File: config.mk
export PLATFORM = sky130hd
export DESIGN_NAME = upt_ctrl
export DESIGN_NICKNAME = d
export VERILOG_FILES = /design/src/hdl/upt_pkg.sv /design/src/hdl/upt_ctrl.sv
export SDC_FILE = /design/constraint.sdc
export NUM_CORES = 1
export LEC_CHECK = 0
export BUFFER_PORTS_ARGS = -buffer_cell sky130_fd_sc_hd__buf_2
export CAP_MARGIN = 0
export CORE_ASPECT_RATIO = 1.2
export CORE_MARGIN = 4
export CORE_UTILIZATION = 45
export CTS_CLUSTER_SIZE = 14
export DETAILED_ROUTE_END_ITERATION = 10
export PLACE_DENSITY = 0.69
export SLEW_MARGIN = 20
export SYNTH_ARGS = -nofsm -noshare
export SYNTH_HDL_FRONTEND = slang
export SYNTH_SLANG_ARGS = --single-unit
File: constraint.sdc
create_clock -name aclk -period 3.9 [get_ports aclk]
set_clock_uncertainty 0.15 [all_clocks]
set_input_delay 0.195 -clock aclk [delete_from_list [all_inputs] [get_ports aclk]]
set_output_delay 0.195 -clock aclk [all_outputs]
set_load 0.03 [all_outputs]
File: src/hdl/upt_pkg.sv
// Package for the unordered pair table: entry layout, operation and status codes,
// memory request bundle. Used by every module of the block; depends on nothing.
`default_nettype none

package upt_pkg;

    localparam int ATOM_W          = 12;
    localparam int ADDR_W          = 12;    // wide enough for the largest table
    localparam int INDEX_OUT_W     = 8;
    localparam int COUNT_OUT_W     = 9;
    localparam int DEF_MAX_ENTRIES = 256;

    typedef enum logic [1:0] {
        OP_FIND       = 2'd0,
        OP_ADD        = 2'd1,
        OP_DELETE     = 2'd2,
        OP_DELETE_ALL = 2'd3
    } op_t;

    typedef enum logic [1:0] {
        STS_OK        = 2'd0,
        STS_NOT_FOUND = 2'd1,
        STS_DUPLICATE = 2'd2,
        STS_FULL      = 2'd3
    } status_t;

    typedef struct packed {
        logic              virt;
        logic [ATOM_W-1:0] atom_b;
        logic [ATOM_W-1:0] atom_a;
    } entry_t;

    typedef struct packed {
        logic              rd_en;
        logic [ADDR_W-1:0] rd_addr;
        logic              wr_en;
        logic [ADDR_W-1:0] wr_addr;
        entry_t            wr_data;
    } mem_req_t;

endpackage

`default_nettype wire

File: src/hdl/upt_ctrl.sv
// Sequencer for the pair table: scans the store, resolves find/add/delete/delete-all,
// moves the last entry into freed slots, and holds the result register.
// Depends on upt_pkg.
`default_nettype none

module upt_ctrl #(
    parameter int MAX_ENTRIES = upt_pkg::DEF_MAX_ENTRIES
) (
    input  wire logic                                aclk,
    input  wire logic                                aresetn,
    input  wire logic                                s_valid,
    output logic                                     s_ready,
    input  wire upt_pkg::op_t                        s_operation,
    input  wire logic [upt_pkg::ATOM_W-1:0]          s_atom_a,
    input  wire logic [upt_pkg::ATOM_W-1:0]          s_atom_b,
    input  wire logic                                s_virtual_flag,
    output logic                                     m_valid,
    input  wire logic                                m_ready,
    output upt_pkg::status_t                         m_status,
    output logic [upt_pkg::INDEX_OUT_W-1:0]          m_bond_index,
    output logic [upt_pkg::COUNT_OUT_W-1:0]          m_removed_count,
    output logic [upt_pkg::COUNT_OUT_W-1:0]          m_bond_total,
    output upt_pkg::mem_req_t                        mem_req,
    input  wire upt_pkg::entry_t                     rd_data
);
    import upt_pkg::*;

    localparam int IDX_W = $clog2(MAX_ENTRIES);
    localparam int CNT_W = $clog2(MAX_ENTRIES + 1);

    typedef enum logic [4:0] {
        S_IDLE = 5'b00001,
        S_SCAN = 5'b00010,
        S_MOVE = 5'b00100,
        S_END  = 5'b01000,
        S_OUT  = 5'b10000
    } state_t;

    state_t            state_reg, state_next;
    logic [CNT_W-1:0]  count_reg, count_next;
    logic              m_valid_reg, m_valid_next;

    op_t               op_reg, op_next;
    logic [ATOM_W-1:0] a_reg, a_next;
    logic [ATOM_W-1:0] b_reg, b_next;
    logic              v_reg, v_next;
    logic [IDX_W-1:0]  chk_reg, chk_next;
    logic [CNT_W-1:0]  removed_reg, removed_next;
    status_t           status_reg, status_next;
    logic [IDX_W-1:0]  index_reg, index_next;

    status_t                m_status_reg, m_status_next;
    logic [INDEX_OUT_W-1:0] m_index_reg, m_index_next;
    logic [COUNT_OUT_W-1:0] m_removed_reg, m_removed_next;
    logic [COUNT_OUT_W-1:0] m_total_reg, m_total_next;

    logic [CNT_W-1:0] chk_plus;
    logic [CNT_W-1:0] last_idx;
    logic             at_last;
    logic             more;
    logic             hit_pair;
    logic             hit_atom;
    logic             full;

    assign chk_plus = CNT_W'(chk_reg) + CNT_W'(1);
    assign last_idx = count_reg - CNT_W'(1);
    assign at_last  = (CNT_W'(chk_reg) == last_idx);
    assign more     = (chk_plus < count_reg);
    assign full     = (count_reg == CNT_W'(MAX_ENTRIES));
    assign hit_pair = (rd_data.atom_a == a_reg && rd_data.atom_b == b_reg) ||
                      (rd_data.atom_a == b_reg && rd_data.atom_b == a_reg);
    assign hit_atom = (rd_data.atom_a == a_reg) || (rd_data.atom_b == a_reg);

    always_comb begin
        state_next     = state_reg;
        count_next     = count_reg;
        m_valid_next   = m_valid_reg;
        op_next        = op_reg;
        a_next         = a_reg;
        b_next         = b_reg;
        v_next         = v_reg;
        chk_next       = chk_reg;
        removed_next   = removed_reg;
        status_next    = status_reg;
        index_next     = index_reg;
        m_status_next  = m_status_reg;
        m_index_next   = m_index_reg;
        m_removed_next = m_removed_reg;
        m_total_next   = m_total_reg;
        mem_req        = '0;

        if (m_valid_reg && m_ready) begin
            m_valid_next = 1'b0;
        end

        case (state_reg)
            S_IDLE: begin
                if (s_valid) begin
                    op_next      = s_operation;
                    a_next       = s_atom_a;
                    b_next       = s_atom_b;
                    v_next       = s_virtual_flag;
                    chk_next     = '0;
                    removed_next = '0;
                    status_next  = STS_OK;
                    index_next   = '0;
                    if (count_reg == '0) begin
                        state_next = S_END;
                    end else begin
                        mem_req.rd_en   = 1'b1;
                        mem_req.rd_addr = '0;
                        state_next      = S_SCAN;
                    end
                end
            end

            S_SCAN: begin
                // rd_data holds the entry at chk_reg
                if (op_reg == OP_DELETE_ALL && hit_atom) begin
                    removed_next = removed_reg + CNT_W'(1);
                    if (at_last) begin
                        count_next = last_idx;
                        state_next = S_END;
                    end else begin
                        mem_req.rd_en   = 1'b1;
                        mem_req.rd_addr = ADDR_W'(last_idx);
                        state_next      = S_MOVE;
                    end
                end else if (op_reg != OP_DELETE_ALL && hit_pair) begin
                    case (op_reg)
                        OP_FIND: begin
                            index_next = chk_reg;
                            state_next = S_OUT;
                        end
                        OP_ADD: begin
                            status_next = STS_DUPLICATE;
                            state_next  = S_OUT;
                        end
                        default: begin
                            index_next   = chk_reg;
                            removed_next = CNT_W'(1);
                            if (at_last) begin
                                count_next = last_idx;
                                state_next = S_OUT;
                            end else begin
                                mem_req.rd_en   = 1'b1;
                                mem_req.rd_addr = ADDR_W'(last_idx);
                                state_next      = S_MOVE;
                            end
                        end
                    endcase
                end else if (more) begin
                    mem_req.rd_en   = 1'b1;
                    mem_req.rd_addr = ADDR_W'(chk_plus);
                    chk_next        = IDX_W'(chk_plus);
                end else begin
                    state_next = S_END;
                end
            end

            S_MOVE: begin
                // last entry now in rd_data; it stays there for the recheck
                mem_req.wr_en   = 1'b1;
                mem_req.wr_addr = ADDR_W'(chk_reg);
                mem_req.wr_data = rd_data;
                count_next      = last_idx;
                if (op_reg == OP_DELETE_ALL) begin
                    state_next = S_SCAN;
                end else begin
                    state_next = S_OUT;
                end
            end

            S_END: begin
                // scan ran out without a pair match, or delete-all finished its walk
                case (op_reg)
                    OP_FIND, OP_DELETE: begin
                        status_next = STS_NOT_FOUND;
                    end
                    OP_ADD: begin
                        if (full) begin
                            status_next = STS_FULL;
                        end else begin
                            mem_req.wr_en          = 1'b1;
                            mem_req.wr_addr        = ADDR_W'(count_reg);
                            mem_req.wr_data.atom_a = a_reg;
                            mem_req.wr_data.atom_b = b_reg;
                            mem_req.wr_data.virt   = v_reg;
                            index_next             = IDX_W'(count_reg);
                            count_next             = count_reg + CNT_W'(1);
                        end
                    end
                    default: begin
                    end
                endcase
                state_next = S_OUT;
            end

            S_OUT: begin
                if (!m_valid_reg || m_ready) begin
                    m_valid_next   = 1'b1;
                    m_status_next  = status_reg;
                    m_index_next   = INDEX_OUT_W'(index_reg);
                    m_removed_next = COUNT_OUT_W'(removed_reg);
                    m_total_next   = COUNT_OUT_W'(count_reg);
                    state_next     = S_IDLE;
                end
            end

            default: begin
                state_next = S_IDLE;
            end
        endcase
    end

    always_ff @(posedge aclk) begin
        if (!aresetn) begin
            state_reg   <= S_IDLE;
            count_reg   <= '0;
            m_valid_reg <= 1'b0;
        end else begin
            state_reg   <= state_next;
            count_reg   <= count_next;
            m_valid_reg <= m_valid_next;
        end
    end

    always_ff @(posedge aclk) begin
        op_reg        <= op_next;
        a_reg         <= a_next;
        b_reg         <= b_next;
        v_reg         <= v_next;
        chk_reg       <= chk_next;
        removed_reg   <= removed_next;
        status_reg    <= status_next;
        index_reg     <= index_next;
        m_status_reg  <= m_status_next;
        m_index_reg   <= m_index_next;
        m_removed_reg <= m_removed_next;
        m_total_reg   <= m_total_next;
    end

    assign s_ready         = (state_reg == S_IDLE);
    assign m_valid         = m_valid_reg;
    assign m_status        = m_status_reg;
    assign m_bond_index    = m_index_reg;
    assign m_removed_count = m_removed_reg;
    assign m_bond_total    = m_total_reg;

endmodule

`default_nettype wire

# == Word level (Yosys, flattened, before mapping) ==
# Cells that the tools add are included.
# classes
n_addsub,4
n_mul,0
div_mod_pow,0
magnitude_cmp,1
n_eq_ne,30
shifts,0
n_mux,55
bitwise_logic,0
reduce_logical,24
# op_table
op,n
$mux W13,7
$mux W9,10
$mux W38,2
$pmux W38 S2,1
$mux W8,9
$eq A12 B12 Y1,4
$mux W5,8
$pmux W9 S3,1
$pmux W13 S2,1
$pmux W5 S5,1
$pmux W8 S3,1
$ne A2 B2 Y1 const B,11
$add A9 B1 Y9 const B,2
$pmux W9 S2,1
$pmux W8 S2,1
$reduce_and A7 Y1,2
$mux W2,5
$reduce_and A5 Y1,2
$add A8 B1 Y9 const B,1
$eq A8 B9 Y1,1
$eq A9 B9 Y1 const B,1
$logic_not A9 Y1,1
$lt A9 B9 Y1,1
$ne A3 B3 Y1 const B,3
other kinds (24),37
# word_totals
regBits,97
latchBits,0
mem_bits_rw,0
rom_bits,0
inputBits,56
output_inout_bits,81
n_memories,0

# == Longest topological paths before layout ==
# depth
word_depth,7
ltp_mapped,13
ltp_nobuf,13

# == Least setup slack after synthesis ==
# OpenSTA, ideal clock, no wires.
# synth_path
kind,reg2out
from,register chk_reg[0]
to,output port mem_req[38] in the netlist's numbering
arrival_ps,2873
path_slack_ps,682
stages_incl_launch_ff,13
path_cell_list,edfxtp_1 -> ha_1 -> nand3_1 -> xor2_1 -> inv_1 -> ha_1 -> a21oi_1 -> nor2b_1 -> o21ai_0 -> a21oi_1 -> nor3_1 -> nand2_1 -> o22ai_1
# synth_lines
element,line_no,text
from (decl),upt_ctrl.sv:47,"logic [IDX_W-1:0] chk_reg, chk_next;"
from (signal assigned),upt_ctrl.sv:233,chk_reg <= chk_next;
to (decl),upt_ctrl.sv:23,"output upt_pkg::mem_req_t mem_req,"

==> impl_results.md <==
- DRT Pass-1 Iters: 5
- Max-slew violations: 0
- CTS Buffer Depth: 2
- Clock Latency Late Sink: 350 ps
- Setup TNS: 0 ps
- Area fraction of the dominant cell type after synthesis: 0.4493
- Max rail drop VDD: 0.2782 mV
- Grt ovf: 0
- First-pass GRT wire length: 23.07 mm
- Post-layout min period: 3654 ps
- Clock power share: 0.236
- CP Class: reg2out
- H-tree depth reported by CTS: 3
- Die height: 128.9 um
- DRC: 0
- Largest net degree at the start of global routing: 38
- Clk root buf: clkbuf_16
- Crit-path cells: ha_1, nand3_1, nor2_1, xnor2_1, inv_1, ha_1, nand4_1, a21oi_1, nor3_1, a21oi_1, nor3_1, nand2_1, o22ai_1, buf_2
- Switching portion of total power: 0.3653
- Post-Synthesis Cells: 502
- Worst Path Max Fanout: 8
- Area grow syn2layout: 25.96%
- Synth top area cells: edfxtp_1 45%, xor2_1 9.4%, dfxtp_1 5.5%
- Post-synth EDFFs: 82
- GRT Overall Usage: 0.2144
- Area of the die: 0.01402 mm2
- Fin crit share: 0.9368
- Bufs and invs on worst path: 2
- Yosys warning total: 0
- Clk slew on worst S/H paths: 70 ps
- Kind of cell adding the most delay to the critical path: simple AND/OR/NAND/NOR gates
- Sequential Power Share: 0.418
- Post-synth top flop: edfxtp_1
- Fmax: 273.7 MHz
- Initial antenna violation count: 0
- Max-Slew Margin vs Limit: 0.3308
- Worst-margin pin slew: 1003 ps
- Routed Antenna Nets: 0
- Multi-input gate area: 0.002505 mm2
- Async SR Flop Fraction: 0
- Max stage delay on crit path: 510 ps
- WL/cell: 17.90 um
- Setup Fix Bufs, Post-CTS: 0
- Ant. Diodes: 0
- Hold Vio Cnt, Final: 0
- Hpwl dp: 10.74 mm
- CP endpoint kind: primary output
- Cell variety after synth: 54
- Clock sinks: 97
- Unrepaired setup endpoints after global routing: no
- Die W: 108.7 um
- FILL cells: 1,031
- Placed inst area: 0.006291 mm2
- Psw: 1.572 mW
- Routed wire length: 14.64 mm
- Placer Congestion: 0.9357
- Top cells by count, synth: 82 x edfxtp_1, 59 x xor2_1, 37 x nand2_1, 33 x a22o_1, 30 x nor2_1
- Boundary Pins: 137
- Synthesized area: 0.005480 mm2
- Req. time, crit path: 3560 ps
- Layout cell share with drive strength beyond 1: 0.2617
- Average size of a mapped cell: 10.92 um2
- Port Buffers: 130
- Final setup viols: 0
- Yosys reg bits: 97
- Lkg Pwr: 2.905 nW
- CTS tree: done
- CTS buffer count: 9
- CTS resizes: 0
- Via/cell ratio: 5.416
- Yosys top cell by area: edfxtp_1
- Flip-flop and latch area: 0.002763 mm2
- Outcome: finished, final reports clean
- Vias in the first global route: 4,532
- Worst hold path class: in2reg
- Final #Nets: 726
- Post-Layout Inst Area: 0.006903 mm2
- Crit-path slowest cell: edfxtp_1
- Via count: 4,430
- Core Region: 0.01173 mm2
- Max Cap Violations: 0
- Arrival time at the worst endpoint: 3310 ps
- Startpoint types: register
- DRT iter0 DRCs: 331
- Most frequent cell after synthesis: edfxtp_1
- P_int: 2.732 mW
- Register area share after synthesis: 0.5041
- FP Rows: 43
- Finished Core Util: 0.5885
- P per Cell Area: 623.6 mW/mm2
- Logic pwr share: 0.346
- Hold Buf Count CTS: 27
- Initial Util: 0.4672
-- final timing paths --
kind	cells after the start	end	from	slack, ps
worst min-delay path	3	m_valid	m_ready	50
worst max-delay path	14	mem_req[42]	chk_reg[0]	250
worst min register to register	0	m_bond_index[7]	index_reg[7]	270
worst max register to register	15	chk_reg[4]	chk_reg[0]	730
-- placed cells by master, fill, tap and decap left out, drive strengths merged, types with 3 or more instances in the layout --
cell type and instances:
a21oi 21, a22o 33, and2 7, and3 11
buf 144, bufinv 3, clkbuf 10, conb 6
dfxtp 15, dlygate4sd3 27, edfxtp 82, ha 14
inv 21, mux2i 3, nand2 37, nand3 21
nand4 6, nor2 30, nor2b 5, nor3 8
nor4 14, o21a 4, o21ai 20, o22ai 6
or2 3, or3 7, xnor2 16, xor2 59
-- final cells by class --
cell class,count,area share
Sequential cell,97,0.4002
Multi-Input combinational cell,358,0.3629
Timing Repair Buffer,171,0.1486
Clock buffer,10,0.03317
Tap cell,157,0.02846
Clock inverter,6,0.01631
Inverter,19,0.01033
-- through the flow --
step | power, mW | std cells | hold WS (ps) | worst slack, ps
after floorplan | 2.780 | 507 | 143.9 | 681.8
after global placement | 3.249 | 775 | 221.3 | 735.7
after detailed placement | 3.271 | 775 | 223.1 | 692.0
after CTS | 4.314 | 818 | 43.69 | 291.9
after global routing | 4.544 | 818 | 67.27 | 15.87
final | 4.305 | 818 | 53.28 | 246.4
-- layer usage --
metal,global-route usage,vias to the layer above,share of wire
li1,-,2122,-
met1,0.2562,2079,0.40
met2,0.3743,201,0.51
met3,0.04064,28,0.070
met4,0.09361,0,0.027
met5,0,-,0
-- worst reg2reg max path, cell delays in order (launching register included) --
cell and delay [ps]:
edfxtp_1 510, ha_1 290, nand3_1 130, nor2_1 80, xnor2_1 260, inv_1 90
ha_1 290, nand4_1 80, a21oi_1 40, nor3_1 130, a21oi_1 110, nor3_1 200
buf_4 190, nor2_1 40, nor2_1 90, buf_4 180
-- power by group through the flow --
stage	Sequential (mW)	Combinational, mW	Clock (mW)
after floorplan	1.69	1.09	0
after global placement	1.80	1.45	0
after detailed placement	1.82	1.46	0
after CTS	1.79	1.49	1.03
after global routing	1.84	1.63	1.08
final	1.80	1.49	1.02
-- logic make-up after synthesis --
logic type	share of synthesized area
adder cells (fa/ha/maj)	0.03196
other	0.0006843
buffers and inverters	0.04338
flip-flops	0.5041
XOR/XNOR	0.1281
AND/OR/NAND/NOR	0.1585
AO/OA/AOI/OAI	0.1279
multiplexers	0.005480
(Power assumes the default switching activity.)
